`config.mk`:
```
export PLATFORM = sky130hd
export DESIGN_NAME = vvr_queue
export DESIGN_NICKNAME = d
export VERILOG_FILES = /design/src/hdl/voxel_volume_rotation_defines.svh /design/src/hdl/vvr_pkg.sv /design/src/hdl/vvr_queue.sv
export SDC_FILE = /design/constraint.sdc
export NUM_CORES = 1
export LEC_CHECK = 0
export BUFFER_PORTS_ARGS = -buffer_cell sky130_fd_sc_hd__buf_4
export CAP_MARGIN = 10
export CORE_ASPECT_RATIO = 1.1
export CORE_MARGIN = 2
export CORE_UTILIZATION = 50
export CTS_BUF_LIST = sky130_fd_sc_hd__clkbuf_4
export CTS_CLUSTER_SIZE = 25
export DETAILED_ROUTE_END_ITERATION = 16
export HOLD_SLACK_MARGIN = 0.05
export PLACE_DENSITY = 0.77
export SLEW_MARGIN = 20
export SYNTH_ARGS = -nofsm -noshare
export SYNTH_HDL_FRONTEND = slang
export SYNTH_SLANG_ARGS = --single-unit
```
`constraint.sdc`:
```
create_clock -name clock -period 6.3 [get_ports clock]
set_input_delay 1.26 -clock clock [delete_from_list [all_inputs] [get_ports clock]]
set_output_delay 1.26 -clock clock [all_outputs]
set_load 0.005 [all_outputs]
```
`src/hdl/voxel_volume_rotation_defines.svh`:
```
// Assertion macros for the voxel volume rotation block.
// Included by the top level; no other dependencies.
`ifndef VOXEL_VOLUME_ROTATION_DEFINES_SVH
`define VOXEL_VOLUME_ROTATION_DEFINES_SVH

// same-cycle implication
`define VVR_ASSERT_NOW(label, clk, rst, ante, cons) \
   label: assert property (@(posedge clk) disable iff (rst) (ante) |-> (cons)) \
      else $error("vvr assertion failed");

// next-cycle implication
`define VVR_ASSERT_NEXT(label, clk, rst, ante, cons) \
   label: assert property (@(posedge clk) disable iff (rst) (ante) |=> (cons)) \
      else $error("vvr assertion failed");

`endif

```
`src/hdl/vvr_pkg.sv`:
```
// Shared types, constants and orientation tables for the voxel rotation block.
// No dependencies.
package vvr_pkg;

   localparam int MaxDim     = 32;
   localparam int CoordW     = $clog2(MaxDim);
   localparam int DimW       = CoordW + 1;
   localparam int AddrW      = 3 * CoordW;
   localparam int MemDepth   = 1 << AddrW;
   localparam int VoxelW     = 8;
   localparam int UpW        = 3;
   localparam int SpinW      = 2;
   localparam int CsrIdxW    = 3;
   localparam int CsrDataW   = 6;
   localparam int QueueDepth = 2;
   localparam int QIdxW      = (QueueDepth > 1) ? $clog2(QueueDepth) : 1;
   localparam int QCntW      = $clog2(QueueDepth + 1);
   localparam int NumFaces   = 6;

   localparam logic [DimW-1:0]  DimReset  = DimW'(32);
   localparam logic [DimW-1:0]  DimMax    = DimW'(MaxDim);
   localparam logic [UpW-1:0]   FaceCount = UpW'(NumFaces);

   typedef enum logic [0:0] {
      KIND_STORE = 1'b0,
      KIND_READ  = 1'b1
   } kind_type;

   typedef enum logic [CsrIdxW-1:0] {
      CSR_SIZE_X  = 3'd0,
      CSR_SIZE_Y  = 3'd1,
      CSR_SIZE_Z  = 3'd2,
      CSR_UP_FACE = 3'd3,
      CSR_SPIN    = 3'd4
   } csr_index_type;

   typedef enum logic [1:0] {
      AXIS_X = 2'd0,
      AXIS_Y = 2'd1,
      AXIS_Z = 2'd2
   } axis_type;

   // up face -> destination axis that carries the source y axis, and its mirror
   localparam axis_type FaceAxis [NumFaces] = '{AXIS_Y, AXIS_Y, AXIS_X, AXIS_X, AXIS_Z, AXIS_Z};
   localparam logic     FaceNeg  [NumFaces] = '{1'b0, 1'b1, 1'b0, 1'b1, 1'b0, 1'b1};

   // spin -> source axis and mirror for the two remaining destination axes
   localparam axis_type TurnAxis [4][2] = '{'{AXIS_X, AXIS_Z}, '{AXIS_Z, AXIS_X},
                                            '{AXIS_X, AXIS_Z}, '{AXIS_Z, AXIS_X}};
   localparam logic     TurnNeg  [4][2] = '{'{1'b0, 1'b0}, '{1'b1, 1'b0},
                                            '{1'b1, 1'b1}, '{1'b0, 1'b1}};

   typedef struct packed {
      logic              is_read;
      logic              oor;
      logic [AddrW-1:0]  addr;
      logic [VoxelW-1:0] voxel;
      logic [DimW-1:0]   ext_x;
      logic [DimW-1:0]   ext_y;
      logic [DimW-1:0]   ext_z;
   } entry_type;

   typedef struct packed {
      logic             full;
      logic             empty;
      logic [QCntW-1:0] count;
   } queue_status_type;

   function automatic logic [DimW-1:0] clamp_dim(input logic [DimW-1:0] s);
      return (s > DimMax) ? DimMax : s;
   endfunction

endpackage

```
`src/hdl/vvr_queue.sv`:
```
// Short queue between front end and back end.
// Depends on vvr_pkg.
module vvr_queue
   import vvr_pkg::*;
(
   input  logic             clock,
   input  logic             reset,
   input  logic             push_valid,
   input  entry_type        push_entry,
   input  logic             pop,
   output entry_type        pop_entry,
   output queue_status_type q_status
);

   entry_type        entries_ff [QueueDepth];
   logic [QIdxW-1:0] wr_ptr_ff, wr_ptr_in;
   logic [QIdxW-1:0] rd_ptr_ff, rd_ptr_in;
   logic [QCntW-1:0] count_ff, count_in;

   function automatic logic [QIdxW-1:0] next_ptr(input logic [QIdxW-1:0] p);
      return (p == QIdxW'(QueueDepth - 1)) ? '0 : p + QIdxW'(1);
   endfunction

   always_comb begin
      wr_ptr_in = push_valid ? next_ptr(wr_ptr_ff) : wr_ptr_ff;
      rd_ptr_in = pop ? next_ptr(rd_ptr_ff) : rd_ptr_ff;
      count_in  = count_ff;
      if (push_valid && !pop) begin
         count_in = count_ff + QCntW'(1);
      end else if (pop && !push_valid) begin
         count_in = count_ff - QCntW'(1);
      end
   end

   always_ff @(posedge clock) begin
      if (reset) begin
         wr_ptr_ff <= '0;
         rd_ptr_ff <= '0;
         count_ff  <= '0;
      end else begin
         wr_ptr_ff <= wr_ptr_in;
         rd_ptr_ff <= rd_ptr_in;
         count_ff  <= count_in;
      end
   end

   always_ff @(posedge clock) begin
      if (push_valid) begin
         entries_ff[wr_ptr_ff] <= push_entry;
      end
   end

   assign pop_entry      = entries_ff[rd_ptr_ff];
   assign q_status.full  = (count_ff == QCntW'(QueueDepth));
   assign q_status.empty = (count_ff == '0);
   assign q_status.count = count_ff;

endmodule

```
# == Yosys cells after proc, flatten, opt, wreduce, memory -nomap -nowiden ==
# Memories as Yosys holds them, arrays and structs flattened. A register that Yosys moved wholly into a read port is not among the register bits.
# Cells that the tools add are included.
# totals
reg_bits,4
latch_bits,0
ram_bits,86
romBits,0
in_bits,47
out_inout_bits,47
wordCells,23
n_memories,1
# mem_list
name,depth,width,rd,rd_ports_with_merged_regs,wr,line_no,text
entries_ff,2,43,1,1,1,vvr_queue.sv:15,entry_type entries_ff [QueueDepth];
# op_classes
add_sub_neg,4
n_mul,0
n_div,0
magnitude_cmp,0
n_eq_ne,1
shifts,0
mux,8
bitwise_logic,0
n_reduce_logical,6
# op_table
cell,count
2-to-1 mux 1 bit,6
2-to-1 mux 2 bit,2
adder 1 bit (second input constant),2
adder 2 x 1 -> 2 bit (second input constant),1
equality test 2 bit (second input constant),1
logical AND 1 bit,2
logical NOT 1 bit,2
logical NOT 2 bit,1
nonzero test 2 bit,1
subtractor 2 x 1 -> 2 bit (second input constant),1

# == Depth between registers and ports, before layout ==
# Gate-level depths: netlist (run 1).
# depth
ltp_word,4
ltp_mapped,5
depth_no_buf,5

# == Least setup slack after synthesis (run 1) ==
# No wires, ideal clock.
# synth_timing
path_kind,input-to-reg
from,in push_valid
to,mem entries_ff[0][0] (netlist bit) (enable)
setup_ns,0.449
t_arrival_ns,3.177
required_ns,5.851
slack_ns,2.674
stages,1
n_path_buf,0
path_cell_list,nor2b_1
# synth_between
elab_chain_cells,2
# synth_rtl
item,line_no,text
"start, declared",vvr_queue.sv:8,"input logic push_valid,"
2-to-1 mux 1 bit,vvr_queue.sv:48,if (push_valid) begin
2-to-1 mux 1 bit (not written as such),vvr_queue.sv:49,entries_ff[wr_ptr_ff] <= push_entry;
"end, declared",vvr_queue.sv:15,
# No other way between the ends.

==> impl_metrics.py, run 1 <==
metrics = {
    "outcome": {
        "status": "complete, no violations",
    },
    "route": {
        "first_iter_violations": 85,
        "wirelength_um": 5290,
        "drc_errors": 0,
        "antenna_left": 0,
        "routedWlPerCell_um": 15.4,
        "first_pass_iters": 4,
        "vias": 1684,
        "via_per_inst": 4.91,
    },
    "yosys": {
        "syn_nets": 204,
        "synth_area_per_cell_sq_um": 21.2,
        "netlist_instances": 156,
        "yosys_register_bits": 91,
        "yosys_warnings": 0,
        "synthDistinctLibCells": 16,
        "ys_seq_area_share_pct": 81.1,
        "synth_area_sq_um": 3310,
    },
    "cts": {
        "clock_latency_ns": 0.42,
        "clock-root-buffer": "clkbuf_4",
        "postCtsSetupBuffers": 0,
        "htree_levels": 3,
        "cts_resized": 0,
        "clk_path_buf_depth": 2,
        "clkSinkCount": 91,
        "clk_pin_slew_ns": 0.13,
        "tritoncts": "yes",
        "cts_hold_buf": 0,
        "numCtsBuffers": 9,
    },
    "worst_setup_path": {
        "crit_path_start_kind": "register",
        "crit_family": "flip-flops",
        "path_class": "reg -> out",
        "critical_path_peak_fanout": 43,
        "max_stage_delay_ns": 1.03,
        "crit_required_ns": 5.04,
        "slowest_stage": "dfxtp_2",
        "critPathCaptureType": "primary output",
        "crit_chain": "mux2_2, buf_4",
        "worstPathArrival_ns": 2.02,
        "path_buf_inv": 1,
    },
    "grt": {
        "antenna_found_initial": 0,
        "grtUsageMet1_pct": 18.6,
        "grt_pass1_vias": 1626,
        "grt_pass1_wl_um": 7790,
        "grt_util_met3_pct": 4.04,
        "top_usage_layer": "met2",
        "grt_overflow": 0,
        "grt_max_degree": 44,
        "use_met2_pct": 24.0,
        "groute.usage.overall_pct": 14.8,
    },
    "sta": {
        "hold_viol": 0,
        "period_share_pct": 52.1,
        "worst_slack_ns": 3.02,
        "fmax_mhz": 305,
        "setup-violations-final": 0,
        "finalMaxSlewViolations": 0,
        "holdWs_ns": 0.531,
        "timing.setup.tns_ns": 0,
        "relSlewSlack_pct": 31.6,
        "fin_crit_ns": 3.28,
        "tightest_slew_ns": 1.03,
        "rsz0062_at_grt": "no",
        "fin_worst_skew_ns": 0.00840,
    },
    "layout": {
        "postLayoutCellArea_sq_um": 4240,
        "area_delta_synth_final_pct": 28.0,
        "fill_cells": 456,
        "nNetsFinal": 304,
        "mostFrequentLayoutCells": "94 x buf_4, 86 x edfxtp_1, 43 x mux2_2, 9 x clkbuf_4, 5 x nor2_1",
        "layout_commonest_cell": "buf_4",
        "diodes": 0,
        "final_cell_count_no_fill": 343,
        "drive_above_1_share_pct": 60.2,
    },
    "die": {
        "io_pins": 94,
        "core_sq_um": 6480,
        "rows": 31,
        "fp.dieH_um": 89.3,
        "fp.dieW_um": 81.6,
        "die_area_sq_um": 7290,
        "start_util_pct": 51.1,
    },
    "pwr": {
        "p_leak_nw": 1.59,
        "power_density_nw_per_um2": 281,
        "max-vdd-ir-drop_mv": 0.236,
    },
    "placed_design": {
        "hpwlAfterDp_um": 3420,
        "place_congestion": 0.635,
        "port_buffers": 93,
        "pre_cts_slack_ns": 3.42,
        "place_inst": 327,
        "placed_cell_area_sq_um": 4090,
    },
    "worst_hold_path": {
        "hp-class": "reg -> reg",
    },
    "flow_run": {
        "cap_violations": 0,
    },
}
synthesized netlist by cell type:
master | count | area share, %
o21ai_0 | 1 | 0.15
or3_1 | 1 | 0.19
buf_2 | 1 | 0.15
a21oi_1 | 1 | 0.15
edfxtp_1 | 86 | 78
nor2b_1 | 1 | 0.19
and2b_2 | 1 | 0.26
nor2_1 | 5 | 0.57
ha_1 | 1 | 0.38
xnor2_1 | 2 | 0.53
buf_4 | 4 | 0.91
inv_1 | 1 | 0.11
dfxtp_1 | 5 | 3.0
and2_1 | 1 | 0.19
xor2_1 | 2 | 0.53
mux2_2 | 43 | 15
metal layers:
metal	up-vias	wire (um)	share of wire (%)
met4	0	100	1.9
met2	56	2640	50
met5	-	0	0
li1	808	-	-
met1	811	2230	42
met3	9	316	6.0
registers in the layout, summed over array words and instances (netlist names), named ones only:
signal      flops
entries_ff     86
rd_ptr_ff       1
count_ff        2
wr_ptr_ff       1
kinds of logic after synthesis:
logic type	count (synthesis)	share of synthesized area, %
and+or+nand+nor	9	1.40
buffers and inverters	6	1.17
adders and majority gates	1	0.378
muxes	43	14.6
xor gates and xnor gates	4	1.06
AOI/OAI and AO/OA	2	0.302
DFF	91	81.1
power breakdown:
part	leakage, nW	internal (mW)	switching [mW]	total, mW
logic	0.672	0.0942	0.0540	0.148
clock network	0.0729	0.124	0.192	0.316
registers	0.849	0.704	0.0209	0.725
worst paths after layout:
kind / start / to / slack (ns) / cells past startpoint
min: rd_ptr_ff / register / 0.53 / 2
min reg2reg: rd_ptr_ff / register / 0.53 / 2
max reg2reg: wr_ptr_ff / entries_ff[1][17] / 4.62 / 1
max: register / pop_entry[10] / 3.02 / 2
layout make-up:
| cell class | instances | area [sq um] | area share (%) |
|---|---|---|---|
| tap | 82 | 103 | 2.42 |
| clock buffer | 9 | 67.6 | 1.59 |
| multi-input combinational | 59 | 597 | 14.1 |
| clock inverter | 7 | 76.3 | 1.80 |
| sequential | 91 | 2680 | 63.3 |
| timing repair buffer | 94 | 706 | 16.7 |
| inverter | 1 | 3.75 | 0.0886 |
stage by stage:
step,utilization [%],total power [mW]
after detailed placement,63.2,0.890
after floorplan,-,0.800
final,65.4,1.19
after global placement,63.2,0.886
after CTS,65.4,1.20
after global routing,65.4,1.24
Note: power is estimated with default switching activity, not from simulation.
==> run 2: changes to the inputs <==
--- a/config.mk
+++ b/config.mk
@@ -5,16 +5,17 @@
 export SDC_FILE = /design/constraint.sdc
 export NUM_CORES = 1
 export LEC_CHECK = 0
+export ABC_AREA = 1
 export BUFFER_PORTS_ARGS = -buffer_cell sky130_fd_sc_hd__buf_4
 export CAP_MARGIN = 10
 export CORE_ASPECT_RATIO = 1.1
 export CORE_MARGIN = 2
-export CORE_UTILIZATION = 50
+export CORE_UTILIZATION = 49
 export CTS_BUF_LIST = sky130_fd_sc_hd__clkbuf_4
 export CTS_CLUSTER_SIZE = 25
 export DETAILED_ROUTE_END_ITERATION = 16
 export HOLD_SLACK_MARGIN = 0.05
-export PLACE_DENSITY = 0.77
+export PLACE_DENSITY = 0.78
 export SLEW_MARGIN = 20
 export SYNTH_ARGS = -nofsm -noshare
 export SYNTH_HDL_FRONTEND = slang
==> constraint.sdc (replaced) <==
create_clock -name clock -period 2.6 [get_ports clock]
set_input_delay 0.52 -clock clock [delete_from_list [all_inputs] [get_ports clock]]
set_output_delay 0.52 -clock clock [all_outputs]
set_load 0.005 [all_outputs]
==> run 2 against run 1 <==
Net effect: first-iteration DRC count down 14%; clock-buffer cell count is 2 higher; wire length rose by 3.9%; cell count increased by 5.0%; worst hold slack worse by 0.26 ns; synthesized cell count grew 7.1%; area after synthesis grew 6.8%; global-route usage shrank 0.53 points.
==> impl_metrics.py, run 2 <==
metrics = {
    "yosys": {
        "ys_seq_area_share_pct": 75.9,
        "yosysTopAreaCell": "edfxtp_1",
        "yosys-top-cells-area": "edfxtp_1 73%, mux2_4 17%, dfxtp_1 2.8%",
        "yosys_warnings": 0,
        "netlist_instances": 167,
        "synth_area_per_cell_sq_um": 21.2,
        "ys_async_sr_fraction_pct": 0,
        "synthDistinctLibCells": 16,
        "synth-main-ff-cell": "edfxtp_1",
        "syn_nets": 215,
        "synth.most_common_cell": "edfxtp_1",
        "synth_edf_count": 86,
        "synth_area_sq_um": 3530,
        "synth_commonest_cells": "86 x edfxtp_1, 40 x mux2_4, 9 x inv_1",
        "yosys_register_bits": 91,
        "netlist.area_leader.share_pct": 73.1,
    },
    "cts": {
        "cts_hold_buf": 0,
        "clock_latency_ns": 0.40,
        "clk_pin_slew_ns": 0.13,
        "numCtsBuffers": 9,
        "tritoncts": "yes",
        "htree_levels": 3,
        "clock-root-buffer": "clkbuf_4",
        "postCtsSetupBuffers": 0,
        "clk_path_buf_depth": 2,
        "clkSinkCount": 91,
        "cts_resized": 0,
    },
    "route": {
        "antenna_left": 0,
        "vias": 1747,
        "drc_errors": 0,
        "wirelength_um": 5500,
        "routedWlPerCell_um": 15.3,
        "first_pass_iters": 4,
        "first_iter_violations": 73,
        "via_per_inst": 4.85,
    },
    "grt": {
        "antenna_found_initial": 0,
        "grt_overflow": 0,
        "grt_pass1_wl_um": 8450,
        "grt_max_degree": 44,
        "grt_pass1_vias": 1727,
        "groute.usage.overall_pct": 14.3,
    },
    "layout": {
        "fill_cells": 527,
        "drive_above_1_share_pct": 57.5,
        "reg_top3": "entries_ff x86, count_ff x2",
        "postLayoutCellArea_sq_um": 4440,
        "nNetsFinal": 318,
        "mostFrequentLayoutCells": "94 x buf_4, 86 x edfxtp_1, 40 x mux2_4, 11 x clkbuf_4, 8 x inv_1",
        "layout_commonest_cell": "buf_4",
        "diodes": 0,
        "top_register": "entries_ff",
        "postLayoutCoreUtil_pct": 63.3,
        "largest_reg_flops": 86,
        "area_delta_synth_final_pct": 25.5,
    },
    "pwr": {
        "p_leak_nw": 1.79,
        "finalPower_mw": 2.78,
        "max-vdd-ir-drop_mv": 0.371,
        "power_density_nw_per_um2": 626,
    },
    "sta": {
        "fmax_mhz": 431,
        "finalMaxSlewViolations": 0,
        "tightest_slew_ns": 0.566,
        "worst_slack_ns": 0.281,
        "period_share_pct": 89.2,
        "fin_worst_skew_ns": 0.0151,
        "rsz0062_at_grt": "no",
        "setup-violations-final": 0,
        "timing.setup.tns_ns": 0,
        "fin_crit_ns": 2.32,
        "hold_viol": 0,
        "relSlewSlack_pct": 62.2,
    },
    "worst_setup_path": {
        "path_class": "reg -> out",
        "critPathCaptureType": "primary output",
        "max_stage_delay_ns": 0.68,
        "critical_path_peak_fanout": 18,
        "slowest_stage": "dfxtp_2",
        "crit_path_start_kind": "register",
        "worstPathArrival_ns": 1.80,
        "crit_chain": "buf_12, mux2_4, buf_4",
        "reg2reg_depth": 3,
        "rr_endpoint": "entries_ff[1][5]",
        "worst-r2r-setup-slack_ns": 1.23,
        "crit_required_ns": 2.08,
        "timing.rr.start": "wr_ptr_ff",
    },
    "placed_design": {
        "place_congestion": 0.687,
        "port_buffers": 93,
        "hpwlAfterDp_um": 3880,
        "pre_cts_slack_ns": 0.702,
        "placed_cell_area_sq_um": 4320,
    },
    "die": {
        "fp.dieW_um": 85.0,
        "start_util_pct": 50.4,
        "die_area_sq_um": 7910,
        "io_pins": 94,
        "rows": 32,
        "fp.dieH_um": 93.1,
        "core_sq_um": 7010,
    },
    "worst_hold_path": {
        "min_from": "reset",
        "hold_depth": 2,
        "hp-class": "in -> reg",
    },
    "outcome": {
        "status": "complete, no violations",
    },
    "flow_run": {
        "cap_violations": 0,
    },
}
[run 2: per-stage QoR]
step	instances	hold slack, ns
2_1_floorplan	167	0.480
3_3_place_gp	344	0.494
3_5_place_dp	344	0.516
4_1_cts	360	0.243
5_1_grt	360	0.246
6_report	360	0.273
[run 2: area by class of cell]
cell class                      instances  area, sq um  share of cell area (%)
Clock buffer                           11         82.6                    1.86
Clock inverter                          5         30.0                   0.677
Inverter                                9         33.8                   0.761
Multi-Input combinational cell         62          734                    16.6
Sequential cell                        91         2680                    60.5
Tap cell                               85          106                    2.40
Timing Repair Buffer                   97          766                    17.3
[run 2: critical path: cells and delay by family (launching register included)]
family	cells	cell delay, ns
muxes	1	0.32
DFF	1	0.68
buffers and inverters	2	0.38
[run 2: cell families (layout without fill, tap and decap cells)]
family,Yosys count,count (layout),share of synthesized area [%]
adders and majority gates,1,1,0.354
buffers and inverters,14,122,3.54
DFF,91,91,75.9
AOI/OAI and AO/OA,2,2,0.283
and+or+nand+nor,15,15,1.73
xor gates and xnor gates,1,1,0.248
muxes,43,43,17.9
[run 2: metal layers]
metal  share of wire, %  vias to the layer above  wire length [um]  GRT usage [%]
met4                2.0                        0               112           6.75
met3                5.5                       12               302           3.71
met1                 37                      846              2020           15.6
met2                 56                       50              3060           25.7
li1                   -                      839                 -              -
met5                  0                        -                 0              0
[run 2: power breakdown]
part           switching (mW)  internal, mW  total [mW]
clock network           0.422         0.214       0.636
registers              0.0356          1.69        1.73
logic                   0.150         0.264       0.415
[run 2: how the worst max path moves through the flow]
| stage | from | end | slack [ns] | cells past startpoint |
|---|---|---|---|---|
| finish | register | pop_entry[16] | 0.28 | 3 |
| detailed placement | register | pop_entry[2] | 0.70 | 3 |
| floorplan | push_valid | entries_ff[0][0] | 0.53 | 2 |
| global placement | register | pop_entry[16] | 0.70 | 3 |
| CTS | register | pop_entry[2] | 0.22 | 3 |
| global route | register | pop_entry[2] | 0.17 | 3 |
==> run 3: changes to the inputs <==
--- a/config.mk
+++ b/config.mk
@@ -5,17 +5,17 @@
 export SDC_FILE = /design/constraint.sdc
 export NUM_CORES = 1
 export LEC_CHECK = 0
-export ABC_AREA = 1
+export ABC_AREA = 0
 export BUFFER_PORTS_ARGS = -buffer_cell sky130_fd_sc_hd__buf_4
 export CAP_MARGIN = 10
 export CORE_ASPECT_RATIO = 1.1
 export CORE_MARGIN = 2
-export CORE_UTILIZATION = 49
+export CORE_UTILIZATION = 35
 export CTS_BUF_LIST = sky130_fd_sc_hd__clkbuf_4
 export CTS_CLUSTER_SIZE = 25
 export DETAILED_ROUTE_END_ITERATION = 16
 export HOLD_SLACK_MARGIN = 0.05
-export PLACE_DENSITY = 0.78
+export PLACE_DENSITY = 0.61
 export SLEW_MARGIN = 20
 export SYNTH_ARGS = -nofsm -noshare
 export SYNTH_HDL_FRONTEND = slang
==> run 3 against run 2 <==
Net effect: utilization fell by 17 points; clock-buffer cell count did not move; first-iteration DRC count fell by 19%; worst hold slack improved by 0.0015 ns; clock power rose by 14%; via count fell by 3.9%; critical path type unchanged; largest cell class unchanged; cell count rose by 5.6%; largest power group unchanged; worst setup slack improved by 0.26 ns.
==> impl_metrics.py, run 3 (synthesis gave the netlist of run 1 again) <==
metrics = {
    "outcome": {
        "status": "complete, no violations",
    },
    "die": {
        "rows": 37,
        "fp.dieH_um": 106,
        "core_sq_um": 9260,
        "fp.dieW_um": 96.7,
        "io_pins": 94,
        "start_util_pct": 35.7,
        "die_area_sq_um": 10300,
    },
    "layout": {
        "postLayoutCellArea_sq_um": 4320,
        "diodes": 0,
        "reg_top3": "entries_ff x86, count_ff x2",
        "drive_above_1_share_pct": 58.9,
        "final_cell_count_no_fill": 380,
        "regArea_sq_um": 2680,
        "top_register": "entries_ff",
        "postLayoutCoreUtil_pct": 46.6,
        "mostFrequentLayoutCells": "93 x buf_4, 86 x edfxtp_1, 43 x mux2_2, 11 x clkbuf_4, 5 x nor2_1",
        "nNetsFinal": 306,
        "layout_commonest_cell": "buf_4",
        "area_delta_synth_final_pct": 30.4,
        "largest_reg_flops": 86,
        "multi_input_area_sq_um": 597,
        "fill_cells": 838,
    },
    "grt": {
        "grt_pass1_vias": 1758,
        "antenna_found_initial": 0,
        "grt_max_degree": 44,
        "grt_overflow": 0,
        "groute.usage.overall_pct": 11.0,
        "grt_pass1_wl_um": 8540,
    },
    "route": {
        "antenna_left": 0,
        "first_iter_violations": 59,
        "vias": 1678,
        "first_pass_iters": 6,
        "wirelength_um": 5580,
        "routedWlPerCell_um": 14.7,
        "via_per_inst": 4.42,
        "drc_errors": 0,
    },
    "sta": {
        "tightest_slew_ns": 0.468,
        "hold_viol": 0,
        "fin_worst_skew_ns": 0.0107,
        "timing.setup.tns_ns": 0,
        "finalMaxSlewViolations": 0,
        "setup-violations-final": 0,
        "fin_crit_ns": 2.06,
        "fmax_mhz": 486,
        "relSlewSlack_pct": 68.8,
        "rsz0062_at_grt": "no",
        "period_share_pct": 79.2,
    },
    "flow_run": {
        "cap_violations": 0,
    },
    "cts": {
        "clock_latency_ns": 0.41,
        "clock-root-buffer": "clkbuf_4",
        "numCtsBuffers": 9,
        "postCtsSetupBuffers": 0,
        "tritoncts": "yes",
        "htree_levels": 3,
        "clkSinkCount": 91,
        "clk_path_buf_depth": 2,
        "clk_pin_slew_ns": 0.14,
        "cts_hold_buf": 0,
        "cts_resized": 0,
    },
    "placed_design": {
        "placed_cell_area_sq_um": 4190,
        "place_inst": 364,
        "place_congestion": 0.659,
        "hpwlAfterDp_um": 3550,
        "port_buffers": 93,
    },
    "worst_setup_path": {
        "path_class": "reg -> out",
        "critical_path_peak_fanout": 43,
        "worst-r2r-setup-slack_ns": 1.17,
        "worstPathArrival_ns": 1.54,
        "crit_required_ns": 2.08,
        "critPathCaptureType": "primary output",
        "crit_path_start_kind": "register",
    },
    "pwr": {
        "finalPower_mw": 2.85,
        "max-vdd-ir-drop_mv": 0.292,
        "p_leak_nw": 1.61,
        "power_density_nw_per_um2": 661,
    },
    "worst_hold_path": {
        "hp-class": "in -> reg",
    },
}
## run 3: where the power goes
group / switching, mW / total (mW) / leakage, nW / internal [mW]
Sequential: 0.0249 / 1.73 / 0.849 / 1.70
Clock: 0.418 / 0.722 / 0.0710 / 0.304
Combinational: 0.161 / 0.402 / 0.693 / 0.241
Total: 0.604 / 2.85 / 1.61 / 2.25
## run 3: final cells by class
cell class,instances,share of cell area (%)
well taps,117,3.39
multi-input cells,59,13.8
flip-flops and latches,91,62.2
clock buffers,11,1.91
repair buffers,96,17.6
clock inverters,5,1.04
inverters,1,0.0870
## run 3: path summary, 6_finish.rpt
check | from | endpoint | depth (start not counted)
worst min register to register | rd_ptr_ff | rd_ptr_ff | 2
worst max-delay path | register | pop_entry[7] | 3
worst max register to register | wr_ptr_ff | entries_ff[1][4] | 2
worst min-delay path | push_entry[7] | entries_ff[0][7] | 1
## run 3: stage by stage
stage,hold WS (ns),setup WS [ns]
floorplan,0.480,0.515
finish,0.274,0.541
detailed placement,0.517,0.910
CTS,0.233,0.473
global placement,0.493,0.935
global route,0.220,0.439
## run 3: layer usage
metal	wire [um]	GRT usage, %	vias up
li1	-	-	805
met4	83	5.13	0
met3	382	4.40	8
met5	0	0	-
met2	2720	16.9	57
met1	2390	13.6	808
## run 3: critical path, cell delays in order (launching register included)
cell and delay (ns):
dfxtp_2 0.36, buf_12 0.25, mux2_2 0.38, buf_4 0.14
