`src/hdl/voxel_volume_rotation_defines.svh`:
```
// Assertion macros for the voxel volume rotation block.
// Included by the top level; no other dependencies.
`ifndef VOXEL_VOLUME_ROTATION_DEFINES_SVH
`define VOXEL_VOLUME_ROTATION_DEFINES_SVH

// same-cycle implication
`define VVR_ASSERT_NOW(label, clk, rst, ante, cons) \
   label: assert property (@(posedge clk) disable iff (rst) (ante) |-> (cons)) \
      else $error("vvr assertion failed");

// next-cycle implication
`define VVR_ASSERT_NEXT(label, clk, rst, ante, cons) \
   label: assert property (@(posedge clk) disable iff (rst) (ante) |=> (cons)) \
      else $error("vvr assertion failed");

`endif

```
`src/hdl/vvr_pkg.sv`:
```
// Shared types, constants and orientation tables for the voxel rotation block.
// No dependencies.
package vvr_pkg;

   localparam int MaxDim     = 32;
   localparam int CoordW     = $clog2(MaxDim);
   localparam int DimW       = CoordW + 1;
   localparam int AddrW      = 3 * CoordW;
   localparam int MemDepth   = 1 << AddrW;
   localparam int VoxelW     = 8;
   localparam int UpW        = 3;
   localparam int SpinW      = 2;
   localparam int CsrIdxW    = 3;
   localparam int CsrDataW   = 6;
   localparam int QueueDepth = 2;
   localparam int QIdxW      = (QueueDepth > 1) ? $clog2(QueueDepth) : 1;
   localparam int QCntW      = $clog2(QueueDepth + 1);
   localparam int NumFaces   = 6;

   localparam logic [DimW-1:0]  DimReset  = DimW'(32);
   localparam logic [DimW-1:0]  DimMax    = DimW'(MaxDim);
   localparam logic [UpW-1:0]   FaceCount = UpW'(NumFaces);

   typedef enum logic [0:0] {
      KIND_STORE = 1'b0,
      KIND_READ  = 1'b1
   } kind_type;

   typedef enum logic [CsrIdxW-1:0] {
      CSR_SIZE_X  = 3'd0,
      CSR_SIZE_Y  = 3'd1,
      CSR_SIZE_Z  = 3'd2,
      CSR_UP_FACE = 3'd3,
      CSR_SPIN    = 3'd4
   } csr_index_type;

   typedef enum logic [1:0] {
      AXIS_X = 2'd0,
      AXIS_Y = 2'd1,
      AXIS_Z = 2'd2
   } axis_type;

   // up face -> destination axis that carries the source y axis, and its mirror
   localparam axis_type FaceAxis [NumFaces] = '{AXIS_Y, AXIS_Y, AXIS_X, AXIS_X, AXIS_Z, AXIS_Z};
   localparam logic     FaceNeg  [NumFaces] = '{1'b0, 1'b1, 1'b0, 1'b1, 1'b0, 1'b1};

   // spin -> source axis and mirror for the two remaining destination axes
   localparam axis_type TurnAxis [4][2] = '{'{AXIS_X, AXIS_Z}, '{AXIS_Z, AXIS_X},
                                            '{AXIS_X, AXIS_Z}, '{AXIS_Z, AXIS_X}};
   localparam logic     TurnNeg  [4][2] = '{'{1'b0, 1'b0}, '{1'b1, 1'b0},
                                            '{1'b1, 1'b1}, '{1'b0, 1'b1}};

   typedef struct packed {
      logic              is_read;
      logic              oor;
      logic [AddrW-1:0]  addr;
      logic [VoxelW-1:0] voxel;
      logic [DimW-1:0]   ext_x;
      logic [DimW-1:0]   ext_y;
      logic [DimW-1:0]   ext_z;
   } entry_type;

   typedef struct packed {
      logic             full;
      logic             empty;
      logic [QCntW-1:0] count;
   } queue_status_type;

   function automatic logic [DimW-1:0] clamp_dim(input logic [DimW-1:0] s);
      return (s > DimMax) ? DimMax : s;
   endfunction

endpackage

```
`src/hdl/vvr_front.sv`:
```
// Front end: configuration registers, item classification and rotation mapping.
// Depends on vvr_pkg.
module vvr_front
   import vvr_pkg::*;
(
   input  logic                   clock,
   input  logic                   reset,
   input  logic                   csr_valid,
   output logic                   csr_ready,
   input  logic [CsrIdxW-1:0]     csr_index,
   input  logic [CsrDataW-1:0]    csr_wdata,
   input  logic                   req_valid,
   output logic                   req_ready,
   input  logic                   req_kind,
   input  logic [CoordW-1:0]      req_coord_x,
   input  logic [CoordW-1:0]      req_coord_y,
   input  logic [CoordW-1:0]      req_coord_z,
   input  logic [VoxelW-1:0]      req_voxel_in,
   input  queue_status_type       q_status,
   output logic                   push_valid,
   output entry_type              push_entry
);

   logic [DimW-1:0]   size_x_ff, size_x_in;
   logic [DimW-1:0]   size_y_ff, size_y_in;
   logic [DimW-1:0]   size_z_ff, size_z_in;
   logic [UpW-1:0]    up_face_ff, up_face_in;
   logic [SpinW-1:0]  spin_ff, spin_in;

   logic [DimW-1:0]   dim [3];
   logic [DimW-1:0]   nd [3];
   logic [CoordW-1:0] crd [3];
   logic [CoordW-1:0] src [3];
   axis_type          ax [3];
   logic              neg [3];
   logic [UpW-1:0]    face;
   axis_type          up_axis;
   axis_type          side0, side1;
   logic [DimW-1:0]   mirrored;
   logic              outside;
   logic              in_store;

   assign csr_ready = 1'b1;

   always_comb begin
      size_x_in  = size_x_ff;
      size_y_in  = size_y_ff;
      size_z_in  = size_z_ff;
      up_face_in = up_face_ff;
      spin_in    = spin_ff;
      if (csr_valid) begin
         unique case (csr_index_type'(csr_index))
            CSR_SIZE_X:  size_x_in  = csr_wdata[DimW-1:0];
            CSR_SIZE_Y:  size_y_in  = csr_wdata[DimW-1:0];
            CSR_SIZE_Z:  size_z_in  = csr_wdata[DimW-1:0];
            CSR_UP_FACE: up_face_in = csr_wdata[UpW-1:0];
            CSR_SPIN:    spin_in    = csr_wdata[SpinW-1:0];
            default: ;
         endcase
      end
   end

   always_ff @(posedge clock) begin
      if (reset) begin
         size_x_ff  <= DimReset;
         size_y_ff  <= DimReset;
         size_z_ff  <= DimReset;
         up_face_ff <= '0;
         spin_ff    <= '0;
      end else begin
         size_x_ff  <= size_x_in;
         size_y_ff  <= size_y_in;
         size_z_ff  <= size_z_in;
         up_face_ff <= up_face_in;
         spin_ff    <= spin_in;
      end
   end

   always_comb begin
      dim[0] = clamp_dim(size_x_ff);
      dim[1] = clamp_dim(size_y_ff);
      dim[2] = clamp_dim(size_z_ff);
      crd[0] = req_coord_x;
      crd[1] = req_coord_y;
      crd[2] = req_coord_z;

      face    = (up_face_ff >= FaceCount) ? up_face_ff - FaceCount : up_face_ff;
      up_axis = FaceAxis[face];
      unique case (up_axis)
         AXIS_X:  begin side0 = AXIS_Y; side1 = AXIS_Z; end
         AXIS_Y:  begin side0 = AXIS_X; side1 = AXIS_Z; end
         default: begin side0 = AXIS_X; side1 = AXIS_Y; end
      endcase

      for (int w = 0; w < 3; w++) begin
         ax[w]  = AXIS_Y;
         neg[w] = 1'b0;
      end
      ax[up_axis]  = AXIS_Y;
      neg[up_axis] = FaceNeg[face];
      ax[side0]    = TurnAxis[spin_ff][0];
      neg[side0]   = TurnNeg[spin_ff][0];
      ax[side1]    = TurnAxis[spin_ff][1];
      neg[side1]   = TurnNeg[spin_ff][1];

      outside  = 1'b0;
      in_store = 1'b1;
      mirrored = '0;
      for (int w = 0; w < 3; w++) begin
         src[w] = '0;
      end
      for (int w = 0; w < 3; w++) begin
         nd[w] = dim[ax[w]];
         if ({1'b0, crd[w]} >= nd[w]) begin
            outside = 1'b1;
         end
         if ({1'b0, crd[w]} >= dim[w]) begin
            in_store = 1'b0;
         end
      end
      for (int w = 0; w < 3; w++) begin
         mirrored    = nd[w] - DimW'(1) - {1'b0, crd[w]};
         src[ax[w]]  = neg[w] ? mirrored[CoordW-1:0] : crd[w];
      end
   end

   assign req_ready  = !q_status.full;
   assign push_valid = req_valid && req_ready && ((req_kind == KIND_READ) || in_store);

   always_comb begin
      push_entry.is_read = (req_kind == KIND_READ);
      push_entry.oor     = outside;
      push_entry.voxel   = req_voxel_in;
      push_entry.ext_x   = nd[0];
      push_entry.ext_y   = nd[1];
      push_entry.ext_z   = nd[2];
      if (req_kind == KIND_READ) begin
         push_entry.addr = {src[2], src[1], src[0]};
      end else begin
         push_entry.addr = {req_coord_z, req_coord_y, req_coord_x};
      end
   end

endmodule

```
`config.mk`:
```
export PLATFORM = sky130hd
export DESIGN_NAME = vvr_front
export DESIGN_NICKNAME = d
export VERILOG_FILES = /design/src/hdl/voxel_volume_rotation_defines.svh /design/src/hdl/vvr_pkg.sv /design/src/hdl/vvr_front.sv
export SDC_FILE = /design/constraint.sdc
export NUM_CORES = 1
export LEC_CHECK = 0
export ABC_CLOCK_PERIOD_IN_PS = 4750
export BUFFER_PORTS_ARGS = -buffer_cell sky130_fd_sc_hd__buf_2
export CAP_MARGIN = 20
export CORE_MARGIN = 1
export CORE_UTILIZATION = 56
export CTS_BUF_LIST = sky130_fd_sc_hd__clkbuf_8
export DETAILED_ROUTE_END_ITERATION = 10
export GPL_ROUTABILITY_DRIVEN = 1
export HOLD_SLACK_MARGIN = 0.15
export PLACE_DENSITY = 0.85
export SYNTH_ARGS = -nofsm -noshare
export SYNTH_HDL_FRONTEND = slang
export SYNTH_SLANG_ARGS = --single-unit
```
`constraint.sdc`:
```
create_clock -name clock -period 4.75 [get_ports clock]
set_clock_uncertainty 0.15 [all_clocks]
set_input_delay 0.7125 -clock clock [delete_from_list [all_inputs] [get_ports clock]]
set_output_delay 0.7125 -clock clock [all_outputs]
set_load 0.05 [all_outputs]
```
### After elaboration in Yosys (flattened, before gate mapping)

Memory sizes are Yosys's and may differ from the RTL's.
Cells that the tools add are included.

| operators by class | value |
|---|---|
| reductions and logical operators | 18 |
| equality and inequality tests | 5 |
| mux-type cells | 56 |
| bitwise gates (word level) | 13 |
| order comparisons | 24 |
| add/subtract/negate cells | 7 |

Operators by type and width:

| kind | count |
|---|---|
| 6-bit 2-to-1 mux | 9 |
| 6-bit binary-select mux with 2-bit select | 3 |
| 5-bit by 6-bit greater-or-equal comparator with 1-bit output | 6 |
| 15-bit bitwise mux | 2 |
| 5-bit demux with 2-bit select | 3 |
| 5-bit 2-to-1 mux | 6 |
| 3-bit greater-or-equal comparator (second input constant) | 8 |
| 2-bit NOT with 3-bit output | 7 |
| 6-bit > comparator (second input constant) | 3 |
| 3-bit by 1-bit < comparator with 1-bit output (second input constant) | 6 |
| 15-bit bitwise AND | 1 |
| 15-bit 2-to-1 mux | 1 |
| 5-bit by 1-bit subtractor with 5-bit output (second input constant) | 3 |
| 5-bit subtractor | 3 |
| 2-bit 2-to-1 mux | 7 |
| 1-bit 2-to-1 mux | 12 |
| 2-bit AND reduction | 5 |
| 4-bit binary-select mux with 2-bit select | 1 |
| 2-bit demux with 2-bit select | 2 |
| 1-bit logical AND | 8 |
| 4-bit 2-to-1 mux | 2 |
| 3-bit bitwise AND | 2 |
| 3-bit bitwise mux | 2 |
| 6-bit bitwise mux | 1 |
| 17 further kinds | 20 |

| storage, ports and cells | value |
|---|---|
| input bits | 41 |
| flip-flop bits (word level) | 23 |
| memories | 2 |
| output and inout bits | 46 |
| word-level logic and storage cells | 130 |
| ROM bits | 24 |

Memory list:

| memory | depth | width | read ports | clocked after memory_dff | wr ports | RTL line | RTL |
|---|---|---|---|---|---|---|---|
| (no name shown) | 8 | 2 | 1 | 0 | 0 | vvr_front.sv:88 | `up_axis = FaceAxis[face];` |
| (no name shown) | 8 | 1 | 1 | 0 | 0 | vvr_front.sv:100 | `neg[up_axis] = FaceNeg[face];` |

### Depth between registers and ports, before layout

Gate-level depths: netlist (run 1).

| depth | value |
|---|---|
| word-level depth | 27 |
| mapped depth | 18 |
| gate-level depth less buffers | 15 |

### Worst setup path before layout (run 1)

OpenSTA, ideal clock, no wires.

| timing | value |
|---|---|
| path kind | register -> output |
| start point | reg spin_ff[0] |
| end point | out push_entry[40] (netlist name) |
| setup slack | -1.358 ns |
| data required time | 3.888 ns |
| path buffers | 2 |
| arrival time | 5.245 ns |
| stages on the path, launching flop included | 18 |
| cells stage by stage | dfxtp_1 inv_1 ha_1 o21ai_4 and2_1 buf_4 buf_2 mux2i_1 o21ai_0 ha_1 inv_1 fa_1 nand2b_1 a21oi_1 xor2_1 mux2i_1 or3_1 a31oi_1 |

RTL lines:

| item | RTL line | RTL |
|---|---|---|
| from (decl) | vvr_front.sv:28 | `logic [SpinW-1:0] spin_ff, spin_in;` |
| from (signal assigned) | vvr_front.sv:75 | `spin_ff <= spin_in;` |
| to (decl) | vvr_front.sv:21 | `output entry_type push_entry` |

==> impl_summary.md, run 1 <==
Yosys
The net count after synthesis is 544. The most used flip-flop cell after synthesis is dfxtp_1. The synthesized design contains 23 register bits. Synthesis handed over a netlist of 455 instances. The number of enable-type register cells in the synthesized netlist is 0.

In this run the mean area of a mapped cell was 7.488 sq um. Counting distinct cell types in the post-synthesis netlist gives 51. After synthesis the cells add up to 3407 sq um.

Of all flip-flops after synthesis, the portion carrying an async set or reset was 0%. The share of synthesized area occupied by flip-flops and latches is 13.51%. Yosys printed 0 warnings.

Drt
The post-detailed-route DRC marker count is 0. The total detailed-routing wirelength is 9.369 mm. Dividing the detail-routed via count by the number of cells gives 6.003.

The final routed wire length divided by cell count is 16.13 um. Detailed routing inserted a total of 3488 vias. Once detail routing completed, the nets flagged for antenna violations numbered 0. The first detailed-routing pass ran for 5 iterations. The initial detailed-routing violation count is 206.

Place
In this run the tool buffered the top-level ports with 66 buffer cells. Summed over all nets, the half-perimeter wirelength after detailed placement is 7.725 mm. The placed instance area is 3789 sq um. The final RePlAce weighted congestion is 0.9790.

Clocking
Clock-pin slew was measured on the worst setup and hold paths at 0.07 ns. TritonCTS built the clock tree. The quantity of hold-fixing buffers added after cts is 0. The number of clock buffers inserted by TritonCTS is 3. CTS saw 23 sinks.

The insertion delay to the later sink of the worst-skew pair is 0.26 ns. CTS built an H-tree with a depth of 1. The tree is rooted in a clkbuf_8. The clock passes through at most 2 buffers.

Finish
The sequential cell area is 462.9 sq um. The synthesis-to-finish area growth is 13.51%. The area of all placed cells without fillers is 3867 sq um. The repair_antennas step left the layout with diodes totalling 0. Summing all multi-input logic gate instances after layout gives 2693 sq um. The core utilization of the finished layout is 65.71%. The fraction of layout instances using a drive strength above 1 is 21.94%. Fill cells in the final layout number 516.

The number of nets in the finished design is 596.

Timing
Static timing analysis puts the maximum clock frequency at 0.2183 GHz. The final hold violation count was 0. In the finished design, the share of the clock period the worst path needs comes to 96.42%. The worst pin sits at a relative slew slack of 31.06%.

The number of pins exceeding their max-slew limit in the final report is 0. The count of final setup violators is 0. The time the worst path needs with I/O delays and setup is 4.580 ns. For the pin with the worst max-slew slack, the measured transition is 1.005 ns.

Floorplanning
The horizontal die dimension is 80 um. The die covers 6400 sq um. The placeable core region is 5886 sq um. For this design the top-level I/O count stands at 87.

The vertical extent of the die is 80 um. For this configuration, the core starts out at a cell density of 57.89%. Row generation in the floorplan step produced 28 rows.

Worst setup path
The critical path launch point type is a flop. STA puts the critical path data arrival time at 3.72 ns. The kind of end point of the critical path is a primary output. The maximum fanout count along the critical path is 5.

The slowest stage of the critical path belongs to the cell fa_1. The delay of the slowest cell on the worst path is 0.39 ns. Walking the worst path, the cells encountered are inv_1, ha_1, o21ai_4, and2_4, mux2i_1, o21ai_4, ha_1, inv_1, fa_1, nand2b_1, a21oi_1, xor2_1, mux2i_1, or3_1, a31oi_4, buf_6. STA puts the critical path data required time at 3.89 ns. The type of the worst setup path is flop to primary output.

GRT
Across every metal layer, demand over resource in global routing totals 29.83%. Summed over all layers, the global routing overflow is 0. The number of antenna violations at the first check in global routing is 0.

The number of global-route vias before repair is 3179. The first-pass GRT wire length is 14.84 mm. Entering global routing, the biggest net connects 33 pins.

Run status
The flow ran to the end, and the final reports show no timing, DRC or antenna violations.

Power and ir drop
The worst-case IR drop observed on VDD is 0.2707 mV. The total power per unit cell area is 147.2 nW/um^2. The static leakage is 0.001761 uW.

Job
The tool flagged a number of max-cap violations equal to 0.

Worst hold path
The path class of the tightest hold or removal check is flop to flop.
[layout make-up]
class                   count  share of cell area, %
repair buffers             78                  11.03
well taps                  75                  2.426
multi-input cells         362                  69.62
clock inverters             1                0.09706
inverters                  39                  3.785
clock buffers               3                  1.068
flip-flops and latches     23                  11.97
[worst max-delay path: cells and delay by family, from the launching register on]
family,cells,cell delay (ns)
muxes,2,0.23
AOI/OAI and AO/OA,4,0.76
and+or+nand+nor,3,0.73
DFF,1,0.34
buffers and inverters,3,0.32
xor gates and xnor gates,1,0.18
adders and majority gates,3,0.88
[cell usage in the layout (no fill, tap or decap), types with 12 or more instances in the layout]
cell / instances
a21oi_1: 24
buf_2: 65
buf_4: 12
dfxtp_1: 21
ha_1: 45
inv_1: 40
mux2i_1: 36
nand2_1: 37
nand2b_1: 18
nor2_1: 55
nor2b_1: 14
o21ai_0: 15
[routing by layer]
layer	share of wire, %	up-vias	wire length [um]	track usage [%]
met5	0	-	0	0
met4	4.4	0	410	16.25
met3	6.6	35	620	3.200
met2	47	171	4379	50.85
met1	42	1611	3957	36.39
li1	-	1671	-	-
[power breakdown]
part	total, uW	switching, uW	internal, uW
logic	251	171	79.9
clock network	116	58.5	57.8
registers	202	4.47	197
[cells by family (layout without fill, tap and decap cells)]
kind of cell	Yosys count	count (layout)	synth area share (%)
simple gates	152	152	21.74
compound gates	109	109	21.12
buf+inv	70	121	9.475
fa+ha+maj	48	48	18.29
mux	43	43	13.44
flops	23	23	13.51
xor+xnor	9	9	2.313
other cells	1	1	0.1101
[final timing paths]
kind                                                start                         to  slack, ns  cells after the start
worst max-delay path              spin_ff[0]$_SDFFE_PP0P_             push_entry[40]       0.17                     16
worst min-delay path            size_x_ff[3]$_SDFFE_PP0P_  size_x_ff[3]$_SDFFE_PP0P_       0.35                      2
worst max register to register  size_y_ff[5]$_SDFFE_PP1P_  size_y_ff[5]$_SDFFE_PP1P_       3.69                      2
worst min register to register  size_x_ff[3]$_SDFFE_PP0P_  size_x_ff[3]$_SDFFE_PP0P_       0.35                      2
[flip-flops by register name (all words and copies together) (netlist names)]
name and count:
size_y_ff 6, size_x_ff 6, size_z_ff 6, spin_ff 2
up_face_ff 3
[synth_stat cells (all sizes together), types with 11 or more instances]
cell type,number,area [sq um]
nand2b,18,112.6
a21oi,25,125.1
clkbuf,12,45.04
buf,19,131.4
nor2b,14,87.58
nor2,56,212.7
nand2,38,142.6
nor3,11,60.06
dfxtp,23,460.4
ha,45,563.0
mux2i,37,382.9
o21ai,31,166.4
inv,39,146.4
[per-stage QoR]
step	total power (uW)	setup WS [ns]	instances	setup TNS (ns)	hold WS [ns]
detailed placement	452.1	0.3040	575	0	0.3243
global placement	446.0	0.3559	575	0	0.3182
floorplan	405.0	0.02006	455	0	0.3020
CTS	569.2	0.05271	579	0	0.3461
finish	569.3	0.1699	581	0	0.3515
global route	596.9	-0.005066	581	-0.005066	0.3718
[timing repair]
action / 4_1_cts / 5_1_grt
setup buffers: 0 / 2
resized for setup: 1 / 7
pin swaps: 0 / 1
setup endpoints to repair: 1 / 5
No activity file was read; power rests on OpenSTA's default activity.
==> run 2: changes to the inputs <==
--- a/config.mk
+++ b/config.mk
@@ -9,12 +9,12 @@
 export BUFFER_PORTS_ARGS = -buffer_cell sky130_fd_sc_hd__buf_2
 export CAP_MARGIN = 20
 export CORE_MARGIN = 1
-export CORE_UTILIZATION = 56
+export CORE_UTILIZATION = 30
 export CTS_BUF_LIST = sky130_fd_sc_hd__clkbuf_8
 export DETAILED_ROUTE_END_ITERATION = 10
 export GPL_ROUTABILITY_DRIVEN = 1
 export HOLD_SLACK_MARGIN = 0.15
-export PLACE_DENSITY = 0.85
+export PLACE_DENSITY = 0.51
 export SYNTH_ARGS = -nofsm -noshare
 export SYNTH_HDL_FRONTEND = slang
 export SYNTH_SLANG_ARGS = --single-unit
==> run 2 against run 1 <==
Via count is 5.4% lower; routed wire length is 13% higher; flip-flop and latch count stayed put; final area is 2.6% higher; register-to-register slack worse by 0.02 ns; first-iteration DRC count stayed put; worst setup slack better by 0.060 ns; critical path type unchanged; critical endpoint unchanged; highest routed layer unchanged.
==> impl_summary.md, run 2 (synthesis gave the netlist of run 1 again) <==
GRT
The global routing usage on met1 was 24.75% (-12 points). The global-route layer with the greatest usage is met2. The first-pass GRT wire length is 16.04 mm (+8.1%).

The number of antenna violations at the first check in global routing is 0 (unchanged). The met3 usage in global routing is 0.6028% (-2.6 points). The global routing met2 resource utilization came to 29.84% (-21 points). The pin count of the biggest net entering global routing is 33 (unchanged). The number of global-route vias before repair is 3049 (-4.1%). The total overflow reported by the global router is 0 (unchanged).

The total routing usage reported by global routing is 17.71% (-12 points).

Worst setup path
In this run the critical register-to-register path is captured at size_y_ff[5]$_SDFFE_PP1P_. The setup slack on the worst flop-to-flop path is 3.67 ns (-0.02 ns). In this run the worst setup path terminates at push_entry[40]. The kind of end point of the critical path is a primary output. The worst setup path is of the flop to primary output kind. The worst register-to-register path begins at size_y_ff[5]$_SDFFE_PP1P_.

The signal on the critical path passes through inv_1, ha_2, o21ai_4, and2_4, mux2i_1, o21ai_4, ha_2, inv_1, fa_1, nand2b_1, a21oi_2, xor2_1, mux2i_1, or3_4, a31oi_4, buf_6. The cell with the largest stage delay on the worst path is fa_1. STA classifies the critical path startpoint as a flop. The maximum fanout count along the critical path came to 5 (unchanged). The number of cells on the worst reg-to-reg path is 2 (unchanged).

The start point of the critical path is spin_ff[0]$_SDFFE_PP0P_. The delay of the slowest cell on the worst path came to 0.39 ns (about the same). The critical path required time is 3.89 ns (about the same).

The arrival time of the worst setup path is 3.66 ns (-0.06 ns).

Worst hold path
The launch point of the worst hold path is size_z_ff[0]$_SDFFE_PP0P_. The instance count along the most critical hold path is 2 (unchanged). The type of the most critical hold path is flop to flop.

Timing
The time the worst path needs with I/O delays and setup is 4.520 ns (-0.05977 ns). The worst slew margin relative to its limit was 29.86% (-1.2 points). The setup total negative slack came to 0 ns (unchanged). The slew of the pin with the lowest slew margin is 1.023 ns (+0.01744 ns). The count of final setup violators is 0 (unchanged). The fraction of the cycle the final worst path needs was 95.17% (-1.3 points). The maximum clock frequency is 0.2212 GHz (+1.3%). Setup repair after global routing left no endpoint under its margin. The final hold violation count was 0 (unchanged).

The number of pins exceeding their max-slew limit in the final report is 0 (unchanged).

Clocking
The insertion delay to the later sink of the worst-skew pair is 0.25 ns (about the same). The quantity of hold-fixing buffers added after cts is 0 (unchanged). The number of clock buffers inserted by TritonCTS is 3 (unchanged). The buffer levels on the longest clock path came to 2 (unchanged). The sink count of the clock tree was 23 (unchanged). The clock edge transition at the registers on the reported setup and hold paths is 0.07 ns (about the same). TritonCTS built the clock tree. The maximum level of the CTS H-tree is 1 (unchanged). The root buffer cell is clkbuf_8.

Place
The number of port buffers was 66 (unchanged). The number of instances in the placed design is 641 (+11%). The detailed placer's ending HPWL is 8.829 mm (+14%). The final RePlAce weighted congestion is 0.8602 (-12%).

Finish
The number of non-filler instances in the completed layout is 646 (+11%). The fraction of layout instances using a drive strength above 1 came to 23.12% (+1.2 points). The antenna diode instance count is 0 (unchanged). The number of filler cells placed in the layout was 1168 (+130%). The most common cell after layout, fill and taps aside is buf_2. The area taken by multi-input logic gates came to 2710 sq um (+0.65%). The core utilization of the finished layout is 36.29% (-29 points).

The number of nets in the finished design was 596 (unchanged). The area growth from synthesis to layout is 16.49%. In the layout the commonest cells are buf_2, nor2_1, ha_1, inv_1, nand2_1. The largest registers in the layout are size_x_ff x6, size_y_ff x6, size_z_ff x6. The sequential cell area was 462.9 sq um (unchanged).

Power and ir drop
The power spent charging and discharging nets came to 237.6 uW (+1.4%). The internal power of the cells was 335.1 uW (about the same). The total power per unit cell area was 144.3 nW/um^2 (-2.0%). The sequential group share of total power is 35.1% (-0.3 points).

The static leakage is 0.001759 uW (about the same). The share of power burned in combinational logic is 44.7% (+0.5 points). The worst IR drop on VDD is 0.1560 mV (-42%). The net switching share of the total power is 41.49% (+0.32 points).

The clock share of power came to 20.1% (-0.3 points).

Drt
The final routed wire length divided by cell count is 16.37 um (+1.5%). The total number of vias came to 3299 (-5.4%). The post-detailed-route count of antenna-violating nets is 0 (unchanged). The post-detailed-route DRC marker count is 0 (unchanged). The average vias per placed instance is 5.107 (-15%). The initial detailed-routing violation count is 206 (unchanged).

The total detailed-routing wirelength is 10.58 mm (+13%). The first-pass iteration count of the detailed router is 4 (-1).

Floorplanning
The full die area was 11790 sq um (+84%). The placeable core region is 10940 sq um (+86%). The horizontal die dimension is 108.6 um (+36%). The floorplan row count was 38 (+36%). The starting density of the core is 31.16% (-27 points). The count of boundary I/O pins came to 87 (unchanged). The vertical extent of the die was 108.6 um (+36%).

Run status
The flow ran to the end, and the final reports show no timing, DRC or antenna violations.

Job
The number of max-capacitance violations reported is 0 (unchanged).
[run 2: timing repair]
item | 4_1_cts | 5_1_grt
endpoints found under the hold margin | 0 | 0
buffers inserted | 0 | 1
pin swaps | 0 | 3
endpoints found under the setup margin | 1 | 9
resized for setup | 2 | 13
[run 2: worst min path at each step]
stage | to
after global placement | size_z_ff[1]$_SDFFE_PP0P_
after floorplan | size_x_ff[0]$_SDFFE_PP0P_
after global routing | size_z_ff[0]$_SDFFE_PP0P_
after CTS | size_z_ff[0]$_SDFFE_PP0P_
after detailed placement | size_z_ff[0]$_SDFFE_PP0P_
final | size_z_ff[0]$_SDFFE_PP0P_
[run 2: power by group through the flow]
stage	Clock (uW)	Combinational (uW)	Sequential [uW]
global placement	0	250	205
global route	127	276	202
floorplan	0	201	204
CTS	120	254	201
finish	115	256	201
detailed placement	0	252	206
[run 2: worst max-delay path: cells and delay by family, from the launching register on]
kind            cells  cell delay, ns
mux                 2            0.26
flops               1            0.33
simple gates        3            0.73
compound gates      4            0.74
xor+xnor            1            0.17
buf+inv             3            0.33
fa+ha+maj           3            0.84
[run 2: per-stage QoR]
step                      worst slack, ns  hold WS [ns]  total power (uW)  instance area, sq um
after floorplan                   0.02006        0.3020             405.0                  3466
after global placement             0.2794        0.3182             455.8                  3877
after detailed placement           0.2390        0.3249             458.0                  3877
after CTS                         0.06201        0.3435             574.4                  3928
after global routing             0.009385        0.3686             604.7                  3969
final                              0.2296        0.3393             572.7                  3969
[run 2: final cells by class]
| type | instances | area share (%) |
|---|---|---|
| Clock buffer | 3 | 1.040 |
| Multi-Input combinational cell | 362 | 68.28 |
| Timing Repair Buffer | 78 | 10.81 |
| Clock inverter | 1 | 0.09458 |
| Tap cell | 140 | 4.414 |
| Inverter | 39 | 3.689 |
| Sequential cell | 23 | 11.66 |
[run 2: routing by layer]
| layer | wire [um] | up-vias | part of all wire [%] |
|---|---|---|---|
| met5 | 0 | - | 0 |
| met2 | 4880 | 74 | 46 |
| met3 | 382 | 12 | 3.6 |
| met4 | 178 | 0 | 1.7 |
| met1 | 5135 | 1541 | 49 |
| li1 | - | 1672 | - |
